<file path="src/hw/rtl/tbs_pkg.sv">
`timescale 1ns / 1ps
// ----------------------------------------------------------------------------
// tbs_pkg
// Types and fixed widths shared by the bilinear texture sampler.
// ----------------------------------------------------------------------------
package tbs_pkg;

  localparam int COORD_W     = 17;
  localparam int FRAC_W      = 16;
  localparam int IDX_W       = 14;
  localparam int RGB_W       = 24;
  localparam int CHAN_W      = 8;
  localparam int NUM_CHAN    = 3;
  localparam int NUM_TAP     = 4;
  localparam int RES_W       = 16;
  // signed distance, wide enough for extrapolation past 1.0 at the largest size
  localparam int DIST_W      = 29;
  localparam int STORE_DEPTH = 16384;

  localparam logic OP_WRITE  = 1'b0;
  localparam logic OP_SAMPLE = 1'b1;

  typedef struct packed {
    logic               op;
    logic [IDX_W-1:0]   texel_index;
    logic [RGB_W-1:0]   texel_rgb;
    logic [COORD_W-1:0] u_coord;
    logic [COORD_W-1:0] v_coord;
  } in_t;

  typedef struct packed {
    logic [RES_W-1:0] red_out;
    logic [RES_W-1:0] green_out;
    logic [RES_W-1:0] blue_out;
  } out_t;

endpackage

</file>
<file path="src/hw/rtl/tbs_axis.sv">
`timescale 1ns / 1ps
// ----------------------------------------------------------------------------
// tbs_axis
// One axis: scale by DIM, pick clamped neighbours, form Q.16 distances.
// ----------------------------------------------------------------------------
module tbs_axis #(
  parameter int DIM = 128
) (
  input  logic                                clk,
  input  logic [tbs_pkg::COORD_W-1:0]         coord,
  output logic [$clog2(DIM)-1:0]              lo_o,
  output logic [$clog2(DIM)-1:0]              hi_o,
  output logic signed [tbs_pkg::DIST_W-1:0]   d_lo_o,
  output logic signed [tbs_pkg::DIST_W-1:0]   d_hi_o
);
  import tbs_pkg::*;

  localparam int DW = $clog2(DIM + 1);
  localparam int PW = COORD_W + DW;
  localparam int FW = PW - FRAC_W;
  localparam int IW = $clog2(DIM);
  localparam int EW = PW + 2;

  logic [PW-1:0]   pos_r, pos2_r;
  logic [FW-1:0]   fl;
  logic [FW:0]     ce;
  logic [FW:0]     fl_c, ce_c;
  logic [IW-1:0]   lo_nxt, hi_nxt, lo_r, hi_r;
  logic signed [EW-1:0] pos_s, lo_s, hi_s;

  always_comb begin
    fl   = pos_r[PW-1:FRAC_W];
    ce   = (FW+1)'(fl) + (FW+1)'(|pos_r[FRAC_W-1:0]);
    fl_c = ((FW+1)'(fl) > (FW+1)'(DIM - 1)) ? (FW+1)'(DIM - 1) : (FW+1)'(fl);
    ce_c = (ce > (FW+1)'(DIM - 1)) ? (FW+1)'(DIM - 1) : ce;
    lo_nxt = IW'(fl_c);
    hi_nxt = IW'(ce_c);
    if (fl_c == ce_c) begin
      if (fl_c == '0) begin
        hi_nxt = IW'(1);
      end else begin
        lo_nxt = IW'(ce_c - (FW+1)'(1));
      end
    end
  end

  always_comb begin
    pos_s = EW'(pos2_r);
    lo_s  = EW'({lo_r, {FRAC_W{1'b0}}});
    hi_s  = EW'({hi_r, {FRAC_W{1'b0}}});
  end

  always_ff @(posedge clk) begin
    pos_r  <= PW'(coord) * PW'(DIM);
    pos2_r <= pos_r;
    lo_r   <= lo_nxt;
    hi_r   <= hi_nxt;
    d_lo_o <= DIST_W'(pos_s - lo_s);
    d_hi_o <= DIST_W'(hi_s - pos_s);
  end

  assign lo_o = lo_r;
  assign hi_o = hi_r;

endmodule

</file>
<file path="config.mk">
export PLATFORM = sky130hd
export DESIGN_NAME = tbs_axis
export DESIGN_NICKNAME = d
export VERILOG_FILES = /design/src/hw/rtl/tbs_pkg.sv /design/src/hw/rtl/tbs_axis.sv
export SDC_FILE = /design/constraint.sdc
export NUM_CORES = 1
export LEC_CHECK = 0
export BUFFER_PORTS_ARGS = -buffer_cell sky130_fd_sc_hd__buf_2
export CAP_MARGIN = 20
export CORE_MARGIN = 10
export CORE_UTILIZATION = 51
export DETAILED_ROUTE_END_ITERATION = 10
export GPL_TIMING_DRIVEN = 0
export PLACE_DENSITY = 0.77
export SYNTH_ARGS = -nofsm -noshare
export SYNTH_HDL_FRONTEND = slang
export SYNTH_SLANG_ARGS = --single-unit
</file>
<file path="constraint.sdc">
create_clock -name clk -period 3.1 [get_ports clk]
set_input_delay 0.93 -clock clk [delete_from_list [all_inputs] [get_ports clk]]
set_output_delay 0.93 -clock clk [all_outputs]
set_load 0.005 [all_outputs]
</file>
==> run_results.csv, run 1 <==
group,metric,value,unit
yosys,yosys.area.top_type_share,51.2,%
floorplan,die_h,99.8,um
setup_path,critical_path.most_common_cell,"ha_4",
setup_path,crit_path_end_kind,"flop",
setup_path,crit_path_max_fanout,4,
finish,drive_gt1_share,37.0,%
finish,finalNetCount,446,
global_route,grt_pass1_wl,11.1,mm
power_and_ir_drop,p_leak,1.93,nW
yosys,ys_ff_latch,83,
power_and_ir_drop,ir_drop,331,uV
routing,vias_per_cell,4.71,
setup_path,crit_path_cell_trace,"nor4_2 > nand3_1 > ha_4 > ha_4 > and4_4 > nor4_4 > o21bai_4 > or2b_1 > inv_1 > ha_2 > nand2_2 > buf_4 > nor3_2 > xnor2_1 > mux2i_1",
yosys,synth_cells,302,
clock_tree,htreeDepth,3,
setup_path,path_class,"reg2reg",
yosys,async_reset_ff_share,0,%
clock_tree,cts.reportedPaths.clkPinSlew,0.09,ns
floorplan,ios,90,
sta,slew_violations,0,
place,gp_congestion,0.836,
setup_path,start_kind,"flop",
power_and_ir_drop,power,2.38,mW
finish,nFillCells,501,
yosys,yosysMostFrequentCell,"dfxtp_1",
global_route,gr-total-overflow,0,
yosys,ys_types,54,
global_route,first_global_vias,2282,
place,dp_slack,-0.0949,ns
sta,finalCriticalPeriod,2.98,ns
yosys,synthTopCellsByCount,"83 x dfxtp_1, 24 x buf_4, 22 x inv_1, 21 x nor2_1, 21 x xnor2_1",
finish,fin_cells,491,
clock_tree,numClockSinks,83,
routing,dr.pass1.iters,4,
sta,relSlewSlack,65.1,%
power_and_ir_drop,powerDensity,585,mW/mm^2
yosys,synth_area,0.00325,sq mm
floorplan,core,0.00628,sq mm
setup_path,r2r_slack,0.12,ns
sta,period_share,96.0,%
setup_path,rr_endpoint,"lo_o[4]$_DFF_P_",
routing,wire_per_inst,13.9,um
clock_tree,numCtsBuffers,9,
yosys,ys.flop_type,"dfxtp_1",
yosys,synth.yosys.seq_area_share,51.2,%
sta,worstMarginPinSlew,0.520,ns
finish,area.growth.synth_to_final,25.3,%
place,dp_hpwl,5.41,mm
run_status,outcome,"completed",
setup_path,crit_start,"pos_r[14]$_DFF_P_",
setup_path,critPathMaxStageDelay,0.33,ns
flow_run,maxCapViolCount,0,
floorplan,initial_core_util,51.7,%
global_route,grt_usage,13.9,%
finish,utilization,64.8,%
place,placedCellCount,467,
sta,rsz0062_at_grt,"true",
finish,multi_input_area,0.00140,sq mm
setup_path,required,3.35,ns
worst_hold_path,worst_hold_path_type,"reg2reg",
yosys,avgSynthCellArea,10.8,sq um
clock_tree,cts_tree,"yes",
finish,seq_area,0.00166,sq mm
routing,vias,2315,
setup_path,critPathCapture,"lo_o[4]$_DFF_P_",
sta,worst_slack,0.124,ns
routing,ant_nets,0,
setup_path,worst_ep_arrival_time,3.23,ns
clock_tree,cts-root-buf,"clkbuf_8",
sta,setup-violations-final,0,
global_route,grt_max_degree,18,
yosys,synth.top_cells.by_area,"dfxtp_1 51%, ha_1 6.9%, xnor2_1 5.7%, buf_4 5.5%, inv_1 2.5%",
finish,diodes,0,
clock_tree,cts.hold.buffers_added,0,
setup_path,r2r_start,"pos_r[14]$_DFF_P_",
clock_tree,clk_latency,0.37,ns
routing,routed_wl,6.83,mm
floorplan,std_cell_rows,29,
sta,hold_violations,0,
floorplan,die-width,99.8,um
global_route,antenna_found_initial,0,
yosys,synth_edf_count,0,
yosys,yosysWarnings,0,
yosys,yosysTopAreaCell,"dfxtp_1",
routing,drc,0,
sta,fmax,336,MHz
clock_tree,cts_buffer_depth,2,
setup_path,r2r_cells,15,
floorplan,die-area,0.00996,sq mm
place,io_buffers,75,
setup_path,cpMaxStageDelayCell,"dfxtp_2",
routing,drtIter0Drc,68,
sta,clock_skew,0.0127,ns
## how the worst min path moves through the flow
| stage | from | end | slack [ns] | cells past startpoint |
|---|---|---|---|---|
| 3_3_place_gp | pos_r[21]$_DFF_P_ | pos2_r[21]$_DFF_P_ | 0.33 | 0 |
| 4_1_cts | pos_r[9]$_DFF_P_ | pos2_r[9]$_DFF_P_ | 0.35 | 0 |
| 3_5_place_dp | pos_r[10]$_DFF_P_ | pos2_r[10]$_DFF_P_ | 0.34 | 0 |
| 6_report | pos_r[15]$_DFF_P_ | pos2_r[15]$_DFF_P_ | 0.36 | 0 |
| 2_1_floorplan | pos_r[19]$_DFF_P_ | pos2_r[19]$_DFF_P_ | 0.33 | 0 |
| 5_1_grt | pos_r[18]$_DFF_P_ | pos2_r[18]$_DFF_P_ | 0.36 | 0 |
## kinds of logic after synthesis
kind of cell,Yosys count,share of synthesized area (%)
other,1,0.115
AO/OA/AOI/OAI,41,9.25
flip-flops,83,51.2
XOR/XNOR,26,7.01
AND/OR/NAND/NOR,78,15.0
multiplexers,4,1.23
buffers and inverters,50,8.67
adder cells (fa/ha/maj),19,7.55
## final cells by class
cell class	instances	share of cell area, %
buffer	27	4.80
clock buffer	9	3.05
clock inverter	7	1.66
inverter	23	2.12
multi-input combinational	182	34.4
sequential	83	40.9
tap	77	2.37
timing repair buffer	83	10.7
## layer usage
| layer | up-vias | share of wire, % | global-route usage [%] |
|---|---|---|---|
| met5 | - | 0 | 0 |
| met1 | 1041 | 39 | 14.2 |
| met4 | 0 | 2.0 | 6.39 |
| li1 | 1194 | - | - |
| met3 | 17 | 6.8 | 5.08 |
| met2 | 63 | 52 | 24.8 |
## timing repair
action                     in CTS  in global routing
pin swaps                       0                  6
buffers inserted                0                  8
setup endpoints to repair       2                  2
gates resized for setup         3                  7
## flip-flops by register name, summed over array words and instances, names as in the netlist
signal / cells
d_hi_o: 18
pos_r: 17
pos2_r: 17
hi_o: 7
lo_o: 7
d_lo_o: 17
## power breakdown
group	switching (mW)	internal, mW	total [mW]
combinational	0.197	0.216	0.413
sequential	0.0502	1.18	1.23
clock	0.427	0.314	0.741
## through the flow
stage | hold slack (ns) | area [sq um] | TNS (ns)
2_1_floorplan | 0.326 | 3300 | 0
3_3_place_gp | 0.333 | 3770 | -0.119
3_5_place_dp | 0.338 | 3770 | -0.105
4_1_cts | 0.348 | 3970 | 0
5_1_grt | 0.363 | 4070 | -0.0778
6_report | 0.356 | 4070 | 0
## cell usage in the layout, fill, tap and decap left out, types with 2 or more instances in the layout
cell      count
nand2b_1      5
nand2_1      10
nand2_2       2
a31oi_1       3
nand3_1       6
nor3_1        5
a21oi_1       9
a21o_1        3
and4_1        2
clkbuf_8      9
or2b_1        3
xnor2_1      21
nor2_1       21
o21ai_0       9
ha_4          2
buf_2        78
inv_6         2
or3_1         4
nor2b_1       5
mux2i_1       4
inv_1        22
dfxtp_1      82
inv_8         3
buf_4        32
ha_1         15
xor2_1        5
conb_1       14
nor3_2        3
## critical path, delay by kind of cell (launching register included)
family,cells,cell delay (ns)
buffers and inverters,2,0.20
xor gates and xnor gates,1,0.15
and+or+nand+nor,7,1.31
AOI/OAI and AO/OA,1,0.18
DFF,1,0.33
muxes,1,0.09
adders and majority gates,3,0.59
No activity file was read; power rests on OpenSTA's default activity.
==> run 2: changes to the inputs <==
Settings changed: CORE_UTILIZATION 51 to 54, CTS_BUF_LIST from default to sky130_fd_sc_hd__clkbuf_4, PLACE_DENSITY 0.77 to 0.81.
==> run 2 against run 1 <==
Against the previous run: critical path depth stayed put; clock power is 20% lower; global-route usage is 0.34 points lower; combinational power hardly changed; count of clock-buffer cells in the layout stayed put; power is 6.1% lower; sequential power hardly changed; hold slack worse by 0.0068 ns; sequential cell count stayed put; die area is 4.5% lower; critical endpoint is now lo_o[6]$_DFF_P_; largest cell class unchanged; largest power group unchanged.
==> run_results.csv, run 2 (synthesis results as in run 1) <==
group,metric,value,unit
run_status,outcome,"completed",
clock_tree,numCtsBuffers,9,
worst_hold_path,hold_end,"pos2_r[8]$_DFF_P_",
finish,layout_commonest_cell,"dfxtp_1",
clock_tree,cts_buffer_depth,2,
setup_path,critPathMaxStageDelay,0.36,ns
routing,wire_per_inst,13.7,um
finish,finalNetCount,443,
place,dp_slack,-0.181,ns
sta,clock_skew,0.0216,ns
finish,largest_register,"d_hi_o",
setup_path,r2r_slack,0.09,ns
setup_path,crit_path_cell_trace,"nor4_4 > nand3_2 > ha_4 > ha_4 > and4_4 > nor4_4 > o21bai_4 > or2b_1 > inv_1 > ha_2 > nand2_2 > nor2_2 > nand4b_1 > xor2_1 > o22ai_1",
routing,routed_wl,6.65,mm
floorplan,std_cell_rows,28,
finish,area.growth.synth_to_final,23.4,%
place,dp_hpwl,5.31,mm
routing,dr.pass1.iters,4,
place,gp_congestion,0.838,
setup_path,r2r_cells,15,
sta,worstMarginPinSlew,0.569,ns
clock_tree,cts.hold.buffers_added,0,
clock_tree,numClockSinks,83,
global_route,grt_max_degree,18,
finish,diodes,0,
sta,fmax,332,MHz
floorplan,ios,90,
clock_tree,cts_tree,"yes",
sta,worst_slack,0.0889,ns
clock_tree,cts.reportedPaths.clkPinSlew,0.15,ns
sta,finalCriticalPeriod,3.01,ns
power_and_ir_drop,powerDensity,558,mW/mm^2
setup_path,worst_ep_arrival_time,3.40,ns
routing,drc,0,
floorplan,die-area,0.00951,sq mm
clock_tree,htreeDepth,3,
sta,hold_violations,0,
routing,vias_per_cell,4.78,
setup_path,start_kind,"flop",
sta,setup-violations-final,0,
finish,drive_gt1_share,37.2,%
sta,slew_violations,0,
floorplan,die-width,97.5,um
routing,vias,2323,
sta,setup_tns,0,ns
setup_path,r2r_start,"pos_r[14]$_DFF_P_",
clock_tree,cts-root-buf,"clkbuf_4",
flow_run,maxCapViolCount,0,
setup_path,crit_path_end_kind,"flop",
finish,utilization,68.1,%
global_route,grt_pass1_wl,10.6,mm
sta,relSlewSlack,61.8,%
setup_path,required,3.48,ns
sta,period_share,97.1,%
setup_path,crit_path_max_fanout,5,
place,placed_area,0.00376,sq mm
power_and_ir_drop,power,2.23,mW
floorplan,core,0.00589,sq mm
setup_path,rr_endpoint,"lo_o[6]$_DFF_P_",
floorplan,die_h,97.5,um
worst_hold_path,worst_hold_path_type,"reg2reg",
clock_tree,clk_latency,0.45,ns
global_route,grt_usage,13.6,%
routing,ant_nets,0,
global_route,first_global_vias,2282,
power_and_ir_drop,ir_drop,274,uV
global_route,gr-total-overflow,0,
setup_path,cpMaxStageDelayCell,"dfxtp_2",
place,io_buffers,75,
sta,rsz0062_at_grt,"true",
power_and_ir_drop,p_leak,1.89,nW
finish,final_cell_area,0.00401,sq mm
routing,drtIter0Drc,51,
floorplan,initial_core_util,55.2,%
global_route,antenna_found_initial,0,
worst_hold_path,hp-start,"pos_r[8]$_DFF_P_",
finish,final_cell_mix,"82 x dfxtp_1, 78 x buf_2, 29 x buf_4, 22 x inv_1, 21 x xnor2_1",
worst_hold_path,hold_path_depth,0,
finish,largest_reg_flops,18,
setup_path,path_class,"reg2reg",
-- run 2: layer usage --
layer  vias up  share of wire [%]  GRT usage [%]
met5         -                  0              0
met4         0                2.3           7.72
met3        14                6.9           4.84
met2        61                 50           22.6
met1      1055                 40           14.5
li1       1193                  -              -
-- run 2: timing repair --
item                                    CTS  global route
endpoints found under the setup margin    2             2
pin swaps                                 0             5
gates cloned                              0             0
resized for setup                         4            10
buffers inserted                          0             5
-- run 2: critical path: cells and delay by family (launching register included) --
family                   cells  cell delay (ns)
adder cells (fa/ha/maj)      3             0.60
buffers and inverters        1             0.08
AO/OA/AOI/OAI                2             0.32
XOR/XNOR                     1             0.16
AND/OR/NAND/NOR              8             1.45
flip-flops                   1             0.36
-- run 2: final cells by class --
type                            instances  area, sq um
Buffer                                 27          195
Clock buffer                            9         67.6
Clock inverter                          7         66.3
Fill cell                             457         1880
Inverter                               23         86.3
Multi-Input combinational cell        182         1420
Sequential cell                        83         1660
Tap cell                               75         93.8
Timing Repair Buffer                   80          413
-- run 2: worst max path at each step --
stage	start	to	slack, ns	cells after the start
floorplan	pos_r[9]$_DFF_P_	lo_o[6]$_DFF_P_	0.28	15
global placement	pos_r[9]$_DFF_P_	lo_o[6]$_DFF_P_	-0.14	15
detailed placement	pos_r[9]$_DFF_P_	lo_o[6]$_DFF_P_	-0.18	15
CTS	pos_r[9]$_DFF_P_	lo_o[6]$_DFF_P_	0.02	15
global route	pos_r[14]$_DFF_P_	lo_o[6]$_DFF_P_	-0.09	15
finish	pos_r[14]$_DFF_P_	lo_o[6]$_DFF_P_	0.09	15
-- run 2: stage by stage --
step	hold slack (ns)	instances
6_report	0.349	486
5_1_grt	0.357	486
4_1_cts	0.337	481
3_5_place_dp	0.336	465
3_3_place_gp	0.332	465
2_1_floorplan	0.326	315
-- run 2: power breakdown --
part	switching (mW)	total, mW	internal [mW]
Combinational	0.199	0.415	0.216
Clock	0.405	0.592	0.186
Sequential	0.0514	1.23	1.18
Total	0.656	2.23	1.58
